**src/hdl/swaf_pkg.sv**
```systemverilog
// ----------------------------------------------------------------------------
// swaf_pkg
// Shared types and constants for the sliding window anagram finder.
// ----------------------------------------------------------------------------
package swaf_pkg;

  localparam int ALPHABET_SIZE   = 26;
  localparam int MAX_PATTERN_LEN = 64;
  localparam int MAX_TEXT_LEN    = 1048576;

  localparam int OPCODE_W = 2;
  localparam int LETTER_W = 5;
  localparam int INDEX_W  = 20;
  // Counts reach MAX_PATTERN_LEN itself, ring pointers stay below it.
  localparam int COUNT_W  = $clog2(MAX_PATTERN_LEN + 1);
  localparam int PTR_W    = $clog2(MAX_PATTERN_LEN);
  // Text position saturates at MAX_TEXT_LEN.
  localparam int POS_W    = $clog2(MAX_TEXT_LEN + 1);
  localparam int START_W  = POS_W + 1;
  localparam int INDEX_MAX_RAW = (MAX_TEXT_LEN - 1 < (1 << INDEX_W) - 1) ?
                                 MAX_TEXT_LEN - 1 : (1 << INDEX_W) - 1;
  localparam logic [START_W-1:0] START_MAX = START_W'(INDEX_MAX_RAW);

  localparam logic [OPCODE_W-1:0] OP_CLEAR   = 2'd0;
  localparam logic [OPCODE_W-1:0] OP_PATTERN = 2'd1;
  localparam logic [OPCODE_W-1:0] OP_TEXT    = 2'd2;

  typedef enum logic [1:0] {
    CMD_CLEAR,
    CMD_PATTERN,
    CMD_TEXT
  } cmd_kind_t;

  typedef struct packed {
    logic [OPCODE_W-1:0] opcode;
    logic [LETTER_W-1:0] letter;
  } req_t;

  typedef struct packed {
    logic               is_match;
    logic [INDEX_W-1:0] window_start;
    logic               index_overflow;
  } rsp_t;

  typedef struct packed {
    cmd_kind_t           kind;
    logic [LETTER_W-1:0] letter;
  } cmd_t;

endpackage

```
**src/hdl/swaf_front.sv**
```systemverilog
// ----------------------------------------------------------------------------
// swaf_front
// Takes requests, drops those that do nothing and hands commands onward.
// ----------------------------------------------------------------------------
module swaf_front import swaf_pkg::*; (
  input  logic clk,
  input  logic rst,
  input  logic req_valid,
  output logic req_ready,
  input  req_t req_data,
  output logic cmd_valid,
  input  logic cmd_ready,
  output cmd_t cmd
);

  logic accept;
  logic keep;
  cmd_t cmd_next;

  assign req_ready = !cmd_valid || cmd_ready;
  assign accept    = req_valid && req_ready;

  // Unused opcode, or a letter outside the alphabet, is dropped here.
  always_comb begin
    keep            = 1'b0;
    cmd_next.kind   = CMD_CLEAR;
    cmd_next.letter = req_data.letter;
    unique case (req_data.opcode)
      OP_CLEAR: begin
        keep = 1'b1;
      end
      OP_PATTERN: begin
        keep          = req_data.letter < LETTER_W'(ALPHABET_SIZE);
        cmd_next.kind = CMD_PATTERN;
      end
      OP_TEXT: begin
        keep          = req_data.letter < LETTER_W'(ALPHABET_SIZE);
        cmd_next.kind = CMD_TEXT;
      end
      default: begin
        keep = 1'b0;
      end
    endcase
  end

  always_ff @(posedge clk) begin
    if (rst) begin
      cmd_valid <= 1'b0;
    end else if (accept) begin
      cmd_valid <= keep;
    end else if (cmd_ready) begin
      cmd_valid <= 1'b0;
    end
  end

  always_ff @(posedge clk) begin
    if (accept) begin
      cmd <= cmd_next;
    end
  end

endmodule

```
**src/hdl/swaf_queue.sv**
```systemverilog
// ----------------------------------------------------------------------------
// swaf_queue
// Two-entry command queue between the front and back ends.
// ----------------------------------------------------------------------------
module swaf_queue import swaf_pkg::*; (
  input  logic clk,
  input  logic rst,
  input  logic push_valid,
  output logic push_ready,
  input  cmd_t push_cmd,
  output logic pop_valid,
  input  logic pop_ready,
  output cmd_t pop_cmd
);

  cmd_t       entries [2];
  logic       wr_ptr;
  logic       rd_ptr;
  logic [1:0] count;
  logic       push;
  logic       pop;

  assign push_ready = count != 2'd2;
  assign pop_valid  = count != 2'd0;
  assign pop_cmd    = entries[rd_ptr];
  assign push       = push_valid && push_ready;
  assign pop        = pop_valid && pop_ready;

  always_ff @(posedge clk) begin
    if (rst) begin
      wr_ptr <= 1'b0;
      rd_ptr <= 1'b0;
      count  <= 2'd0;
    end else begin
      if (push) begin
        wr_ptr <= !wr_ptr;
      end
      if (pop) begin
        rd_ptr <= !rd_ptr;
      end
      if (push && !pop) begin
        count <= count + 2'd1;
      end else if (pop && !push) begin
        count <= count - 2'd1;
      end
    end
  end

  always_ff @(posedge clk) begin
    if (push) begin
      entries[wr_ptr] <= push_cmd;
    end
  end

endmodule

```
**src/hdl/swaf_back.sv**
```systemverilog
// ----------------------------------------------------------------------------
// swaf_back
// Executes commands: histograms, window ring, position and result register.
// ----------------------------------------------------------------------------
module swaf_back import swaf_pkg::*; (
  input  logic clk,
  input  logic rst,
  input  logic cmd_valid,
  output logic cmd_ready,
  input  cmd_t cmd,
  output logic rsp_valid,
  input  logic rsp_ready,
  output rsp_t rsp_data
);

  logic [COUNT_W-1:0]  pat_counts      [ALPHABET_SIZE];
  logic [COUNT_W-1:0]  win_counts      [ALPHABET_SIZE];
  logic [COUNT_W-1:0]  pat_counts_next [ALPHABET_SIZE];
  logic [COUNT_W-1:0]  win_counts_next [ALPHABET_SIZE];
  logic [LETTER_W-1:0] ring [MAX_PATTERN_LEN];

  logic [COUNT_W-1:0]  pat_len, pat_len_next;
  logic [COUNT_W-1:0]  fill, fill_next;
  logic [PTR_W-1:0]    ptr, ptr_next;
  logic [POS_W-1:0]    text_pos, text_pos_next;
  logic                overflow, overflow_next;
  logic [LETTER_W-1:0] oldest;

  logic               go;
  logic               do_clear;
  logic               do_pattern;
  logic               do_text;
  logic               full;
  logic               give_result;
  logic [COUNT_W-1:0] ptr_inc;
  logic [COUNT_W-1:0] fill_inc;
  logic [START_W-1:0] start_raw;
  logic [START_W-1:0] start_sum;
  logic [START_W-1:0] start_len;
  logic               match;

  assign cmd_ready = !rsp_valid || rsp_ready;
  assign go        = cmd_valid && cmd_ready;

  assign do_clear   = go && cmd.kind == CMD_CLEAR;
  assign do_pattern = go && cmd.kind == CMD_PATTERN && text_pos == '0 &&
                      pat_len < COUNT_W'(MAX_PATTERN_LEN);
  assign do_text    = go && cmd.kind == CMD_TEXT && pat_len != '0;

  assign full     = fill == pat_len;
  assign fill_inc = fill + COUNT_W'(1);
  assign ptr_inc  = COUNT_W'(ptr) + COUNT_W'(1);

  always_comb begin
    pat_len_next  = pat_len;
    fill_next     = fill;
    ptr_next      = ptr;
    text_pos_next = text_pos;
    overflow_next = overflow;
    give_result   = 1'b0;
    if (do_clear) begin
      pat_len_next  = '0;
      fill_next     = '0;
      ptr_next      = '0;
      text_pos_next = '0;
      overflow_next = 1'b0;
    end else if (do_pattern) begin
      pat_len_next = pat_len + COUNT_W'(1);
    end else if (do_text) begin
      if (text_pos >= POS_W'(MAX_TEXT_LEN)) begin
        overflow_next = 1'b1;
      end else begin
        text_pos_next = text_pos + POS_W'(1);
      end
      if (!full) begin
        fill_next = fill_inc;
      end
      ptr_next    = (ptr_inc == pat_len) ? '0 : ptr_inc[PTR_W-1:0];
      give_result = full || fill_inc == pat_len;
    end
  end

  // Each letter lane moves on its own; at most two lanes change per text letter.
  always_comb begin
    match = 1'b1;
    for (int i = 0; i < ALPHABET_SIZE; i++) begin
      pat_counts_next[i] = pat_counts[i];
      win_counts_next[i] = win_counts[i];
      if (do_clear) begin
        pat_counts_next[i] = '0;
        win_counts_next[i] = '0;
      end else begin
        if (do_pattern && cmd.letter == LETTER_W'(i)) begin
          pat_counts_next[i] = pat_counts[i] + COUNT_W'(1);
        end
        if (do_text) begin
          win_counts_next[i] = win_counts[i]
                             + COUNT_W'(cmd.letter == LETTER_W'(i))
                             - COUNT_W'(full && oldest == LETTER_W'(i));
        end
      end
      if (win_counts_next[i] != pat_counts_next[i]) begin
        match = 1'b0;
      end
    end
  end

  assign start_sum = START_W'(text_pos) + START_W'(1);
  assign start_len = START_W'(pat_len);
  assign start_raw = (start_sum >= start_len) ? start_sum - start_len : '0;

  always_ff @(posedge clk) begin
    if (rst) begin
      pat_len  <= '0;
      fill     <= '0;
      ptr      <= '0;
      text_pos <= '0;
      overflow <= 1'b0;
      for (int i = 0; i < ALPHABET_SIZE; i++) begin
        pat_counts[i] <= '0;
        win_counts[i] <= '0;
      end
    end else begin
      pat_len    <= pat_len_next;
      fill       <= fill_next;
      ptr        <= ptr_next;
      text_pos   <= text_pos_next;
      overflow   <= overflow_next;
      pat_counts <= pat_counts_next;
      win_counts <= win_counts_next;
    end
  end

  // Window ring; oldest always holds the entry at ptr, with write bypass
  // for a one-letter window.
  always_ff @(posedge clk) begin
    if (do_text) begin
      ring[ptr] <= cmd.letter;
    end
    if (do_text && ptr_next == ptr) begin
      oldest <= cmd.letter;
    end else begin
      oldest <= ring[ptr_next];
    end
  end

  always_ff @(posedge clk) begin
    if (rst) begin
      rsp_valid <= 1'b0;
    end else if (go && give_result) begin
      rsp_valid <= 1'b1;
    end else if (rsp_ready) begin
      rsp_valid <= 1'b0;
    end
  end

  always_ff @(posedge clk) begin
    if (go && give_result) begin
      rsp_data.is_match       <= match;
      rsp_data.window_start   <= (start_raw > START_MAX) ? START_MAX[INDEX_W-1:0]
                                                         : start_raw[INDEX_W-1:0];
      rsp_data.index_overflow <= overflow_next;
    end
  end

endmodule

```
**src/hdl/sliding_window_anagram_finder.sv**
```systemverilog
// rsp_valid is registered after the front register and a queue entry.
// Throughput: one request per cycle; the front register, the two-entry queue
// and the back end each stall independently on back-pressure.
// Reset (rst, synchronous) clears histograms, lengths, position and flags;
// the window ring is not cleared, only entries written since are read.
// ----------------------------------------------------------------------------
// sliding_window_anagram_finder
// Reports, per text letter once the window is full, whether the window is an
// anagram of the loaded pattern, with the window's start index.
// ----------------------------------------------------------------------------
module sliding_window_anagram_finder import swaf_pkg::*; (
  input  logic clk,
  input  logic rst,
  input  logic req_valid,
  output logic req_ready,
  input  req_t req_data,
  output logic rsp_valid,
  input  logic rsp_ready,
  output rsp_t rsp_data
);

  logic front_valid;
  logic front_ready;
  cmd_t front_cmd;
  logic back_valid;
  logic back_ready;
  cmd_t back_cmd;

  swaf_front u_front (
    .clk       (clk),
    .rst       (rst),
    .req_valid (req_valid),
    .req_ready (req_ready),
    .req_data  (req_data),
    .cmd_valid (front_valid),
    .cmd_ready (front_ready),
    .cmd       (front_cmd)
  );

  swaf_queue u_queue (
    .clk        (clk),
    .rst        (rst),
    .push_valid (front_valid),
    .push_ready (front_ready),
    .push_cmd   (front_cmd),
    .pop_valid  (back_valid),
    .pop_ready  (back_ready),
    .pop_cmd    (back_cmd)
  );

  swaf_back u_back (
    .clk       (clk),
    .rst       (rst),
    .cmd_valid (back_valid),
    .cmd_ready (back_ready),
    .cmd       (back_cmd),
    .rsp_valid (rsp_valid),
    .rsp_ready (rsp_ready),
    .rsp_data  (rsp_data)
  );

endmodule
```
**config.mk**
```make
export PLATFORM = sky130hd
export DESIGN_NAME = sliding_window_anagram_finder
export DESIGN_NICKNAME = d
export VERILOG_FILES = /design/src/hdl/swaf_pkg.sv /design/src/hdl/swaf_front.sv /design/src/hdl/swaf_queue.sv /design/src/hdl/swaf_back.sv /design/src/hdl/sliding_window_anagram_finder.sv
export SDC_FILE = /design/constraint.sdc
export NUM_CORES = 2
export LEC_CHECK = 0
export BUFFER_PORTS_ARGS = -buffer_cell sky130_fd_sc_hd__buf_2
export CORE_MARGIN = 1.5
export CORE_UTILIZATION = 58
export CTS_CLUSTER_SIZE = 24
export DETAILED_ROUTE_END_ITERATION = 10
export PLACE_DENSITY = 0.77
export SYNTH_ARGS = -nofsm -noshare
export SYNTH_HDL_FRONTEND = slang
export SYNTH_SLANG_ARGS = --single-unit
export TNS_END_PERCENT = 50
```
**constraint.sdc**
```tcl
create_clock -name clk -period 5.97 [get_ports clk]
set_input_delay 0.597 -clock clk [delete_from_list [all_inputs] [get_ports clk]]
set_output_delay 0.597 -clock clk [all_outputs]
set_load 0.05 [all_outputs]
```
# Word-level counts from Yosys, hierarchy flattened
# Memory sizes are Yosys's and may differ from the RTL's. A register that Yosys moved wholly into a read port is not among the register bits.
# Index checks and enable logic that the tools add are counted.
# Widths: inputs -> output; s select.
# word_totals
ram_bits,334
ff_bits,441
mem_count,2
in_bits,11
rom_bits,0
latchBits,0
# memory_table
name,words,width,rd,rd_clocked_by_memory_dff,write_ports,line,source
u_back.ring,64,5,1,1,1,swaf_back.sv:20,logic [LETTER_W-1:0] ring [MAX_PATTERN_LEN];
u_queue.entries,2,7,1,1,1,swaf_queue.sv:16,cmd_t entries [2];
# op_classes
bitwise,3
reduce_logical,88
div,0
addsub,86
n_shift,0
n_mux,131
n_mul,0
eq_ne,84
order_cmp,5
# ops
cell,count
$mux 7,104
$add 7x1->7 const B,28
$add 7x1->7,26
$ne 7x7->1,26
$sub 7x1->7,26
$eq 5x5->1 const B,20
$eq 5x4->1 const B,16
$logic_and 1x1->1,64
$eq 5x3->1 const B,8
$reduce_or 25->1,1
$mux 6,4
$add 21x1->22 const B,1
$ge 22x7->1,1
$gt 22x20->1 const B,1
$mux 22,1
$sub 22x7->22,1
$add 21x1->21 const B,1
$eq 7x7->1,3
$ge 21x21->1 const B,1
$logic_not 21->1,1
$eq 5x2->1 const B,4
$mux 1,18
$eq 5x1->1 const B,2
$logic_not 5->1,2
other kinds (19),37

# Depth between registers and ports, before layout
# logic_depth
word_depth,11
ltp_mapped,25

# Cells and area by module
# A second synthesis with hierarchy kept.
# unflattened
cells_unflattened,4239
hier_area_um2,42733.5
# modules_own_cells
mod,cells_per_inst,instances,area_per_inst_um2
swaf_back,4172,1,41649.9
swaf_queue,46,1,734.5
swaf_front,21,1,349.1

# Worst setup path before layout
# No wires, ideal clock.
# synth_timing
path_kind,register to register
startpoint,reg with a tool-made name
endpoint,reg u_back.rsp_data[21] (netlist name)
stages_incl_launch_ff,26
period_less_slack_ns,6.467
required_time_ns,5.837
arrival_ns,6.334
n_path_buf,3
slack_ns,-0.497
cell_sequence,dfxtp_1 > clkbuf_1 > buf_1 > clkbuf_1 > mux4_2 > mux4_2 > mux4_2 > nor2b_1 > nand2_1 > nor2_1 > ha_1 > inv_1 > ha_1 > inv_1 > fa_1 > nand2b_1 > a21oi_1 > xor2_1 > o221a_2 > nor3_1 > a2111o_1 > nor4_1 > and4_1 > nand4_1 > nor4_1 > o2111a_1

==> impl_results.md <==
* Critical-path maximum fanout at 8
* RSZ-0062 raised after global routing: yes
* H-tree levels at 3
* Ports at 35
* Initial antenna violation count at 3
* Sw Ratio at 29.25%
* Post-DR wirelength/cell at 23.87 microns
* Gpl congestion at 1.014
* Vias at 33200
* Min Tclk post-route at 6485 ps
* Tot GR Track Use at 33.97%
* Synthesis Warnings at 0
* FF+latch count, synth at 782
* Fin crit share at 108.6%
* Syn_nets at 4358
* Most frequent cells in the layout: nor2_1 (606), dfxtp_1 (417), edfxtp_1 (363)
* Setup crit start kind: flop
* Total CTS buffers at 83
* Max-slew violations at 0
* Setup Skew at 55.45 ps
* Drt pass-1 iters at 6
* Hold Crit Start: req_data[0]
* Die Height at 273.0 microns
* Clock tree buffer depth at 3
* Crit path kind: flop to flop
* Power Internal at 9.687 mW
* Area delta synth->final at 16.15%
* Die Width at 273.0 microns
* Worst vdd ir at 0.3159 mV
* Via/cell ratio at 6.200
* Wire length of the first global-routing pass at 191800 microns
* HPWL Detailed at 84660 microns
* # setup viols final at 2
* Multi-input gate area at 0.02178 sq mm
* Final Instance Area at 0.04909 sq mm
* Synthesized area per cell at 10.32 sq um
* Initial drt markers at 3616
* Largest net degree at the start of global routing at 133
* CTS clock-pin slew for the worst setup and hold paths at 70 ps
* Die area at 0.07450 sq mm
* Worst-margin pin slew at 1269 ps
* Number of fill cells at 5155
* Clk Latency, worst-skew pair at 700 ps
* Synth cell types at 92
* Grt ovf at 0
* Synthesized cell area at 0.04227 sq mm
* Hold Fails Final Rpt at 0
* Top FF cell, synth: dfxtp_1
* Worst Hold Class: input pin to flop
* Power density over the cells at 278.9 mW/mm^2
* Placed cell areas at 0.04502 sq mm
* FF+latch area at 0.01930 sq mm
* Core area at 0.07185 sq mm
* Root buffer cell: clkbuf_16
* Seq/Total Area, Yosys at 45.63%
* FFs w/ async S/R, synth at 0%
* DRC viols at 0
* Initial Util at 58.82%
* Clk sinks at 782
* Sw power at 4.005 mW
* Hold Worst Slack at 90.75 ps
* CTS tree: built
* Clock power share at 39.4%
* Synthesized instance count at 4094
* Max transition margin at 15.40%
* Number of nets in the layout at 4597
* Post-synth EDFFs at 363
* CP required at 6490 ps
* Failing checks: setup timing
* Final worst slack at -515.3 ps
* Logic gate share of total power at 17.8%
* Vias in the first global route at 31950
* # rows at 98
* Run status: complete, but fails checks
* Arr. time, crit path at 7000 ps
* Most common cell after layout, fill and taps aside: nor2_1
* Port Buf Inserts at 34
* Layout cells sized above 1 at 17.20%
* Endpoint type of the worst setup path: flop
* Max Fclk at 0.1542 GHz
* Pleak at 18.05 nW
* Max-cap violations at 0
* Total power at 13.69 mW
* Sequential Power Share at 42.8%
* WL final at 127800 microns
* Final core occ at 68.32%
* Post-route ant nets at 0
## synthesized netlist by cell type (20+ instances only)
cell type	instances	area, sq um
nor2_1	625	2346
dfxtp_1	419	8388
edfxtp_1	363	10900
inv_1	301	1130
xnor2_1	278	2435
ha_1	226	2828
xor2_1	209	1831
a21oi_1	180	900.9
nand2_1	163	611.8
clkbuf_1	128	480.5
mux4_2	105	2365
o21ai_0	101	505.5
nand4_1	83	519.3
nand3_1	78	390.4
nor3_1	73	365.4
mux2i_1	64	640.6
nor2b_1	64	400.4
and3_1	49	306.5
nor4_1	47	294.0
o221ai_1	47	411.6
a21o_1	36	270.3
buf_1	31	116.4
fa_1	27	540.5
a22oi_1	26	195.2
a211oi_1	23	172.7
nand2b_1	23	143.9
buf_2	22	110.1
o22ai_1	22	137.6
or3_1	22	137.6
o211ai_1	21	157.7
o21bai_1	20	150.1
## worst paths after layout
| check | endpoint | slack, ps | depth (start not counted) |
|---|---|---|---|
| setup / recovery | u_back.rsp_data[21]$_SDFFCE_PP0P_ | -520 | 27 |
| hold / removal | u_front.cmd[0]$_DFFE_PP_ | 90 | 1 |
| setup reg to reg | u_back.rsp_data[21]$_SDFFCE_PP0P_ | -520 | 27 |
| hold reg to reg | u_queue.entries[1][6]$_DFFE_PP_ | 460 | 0 |
## power groups by stage
stage               sequential, mW  clock [mW]  combinational [mW]
finish                        5.87        5.39                2.43
global route                  5.87        5.62                2.54
CTS                           5.86        5.39                2.32
detailed placement            5.98           0                2.19
global placement              5.98           0                2.16
floorplan                     5.96           0                1.34
## sequential cells by signal, indices dropped and copies added, names as in the netlist, 2 cells and up, named ones only
| register | count |
|---|---|
| u_back.ptr | 6 |
| u_back.rsp_data | 22 |
| u_back.text_pos | 21 |
| u_back.pat_len | 7 |
| u_back.win_counts | 182 |
| u_back.ring | 320 |
| u_back.pat_counts | 182 |
| u_queue.entries | 14 |
| u_back.fill | 7 |
| u_front.cmd | 7 |
| u_queue.count | 2 |
## kinds of logic (layout without fill, tap and decap cells)
kind of cell,Yosys count,in the layout,synth area share (%)
simple gates,1342,1342,15.63
fa+ha+maj,253,253,7.969
buf+inv,488,796,4.461
mux,177,177,7.329
compound gates,560,560,8.623
other cells,0,2,0
xor+xnor,492,492,10.36
flops,782,782,45.63
## per-stage QoR
stage,cells,worst slack [ps],setup TNS (ps)
2_1_floorplan,4094,57.64,0
3_3_place_gp,5141,-591.4,-591.4
3_5_place_dp,5141,-606.9,-606.9
4_1_cts,5338,-378.8,-590.7
5_1_grt,5353,-661.7,-1045
6_report,5354,-515.3,-801.3
## repair_timing
item | CTS | global route
pin swaps | 35 | 49
gates cloned | 3 | 0
gates resized for setup | 93 | 81
buffers inserted | 40 | 16
setup endpoints to repair | 1 | 2
hold buffers | 0 | 0
## routing by layer
| layer | wire length [microns] | up-vias | part of all wire, % | global-route usage, % |
|---|---|---|---|---|
| met5 | 22 | - | 0.017 | 0 |
| met4 | 9480 | 4 | 7.4 | 21.72 |
| met3 | 11190 | 447 | 8.8 | 5.720 |
| met2 | 58640 | 1819 | 46 | 54.50 |
| met1 | 48470 | 15990 | 38 | 42.73 |
| li1 | - | 14940 | - | - |
## final cells by class
| cell class | count | share of cell area [%] |
|---|---|---|
| inverters | 302 | 2.309 |
| multi-input cells | 2824 | 44.37 |
| diodes | 2 | 0.01019 |
| clock buffers | 102 | 4.498 |
| well taps | 950 | 2.421 |
| clock inverters | 52 | 1.277 |
| flip-flops and latches | 782 | 39.30 |
| repair buffers | 340 | 5.806 |
## worst max-delay path, stage by stage, from the launching register on
cell and delay (ps):
dfxtp_4 390, buf_12 120, buf_12 140, buf_6 120
mux4_2 560, mux4_2 530, mux4_2 600, buf_6 170
nand2_1 90, buf_4 150, nor2_2 40, buf_4 140
ha_1 270, inv_1 70, ha_2 180, inv_1 60
fa_2 370, inv_1 70, a21o_1 120, a21oi_2 60
xnor2_1 180, o221ai_2 140, xnor2_2 290, nand4_1 250
or4_4 590, a2111oi_4 280, buf_4 170, o2111a_1 170
(Power assumes the default switching activity.)
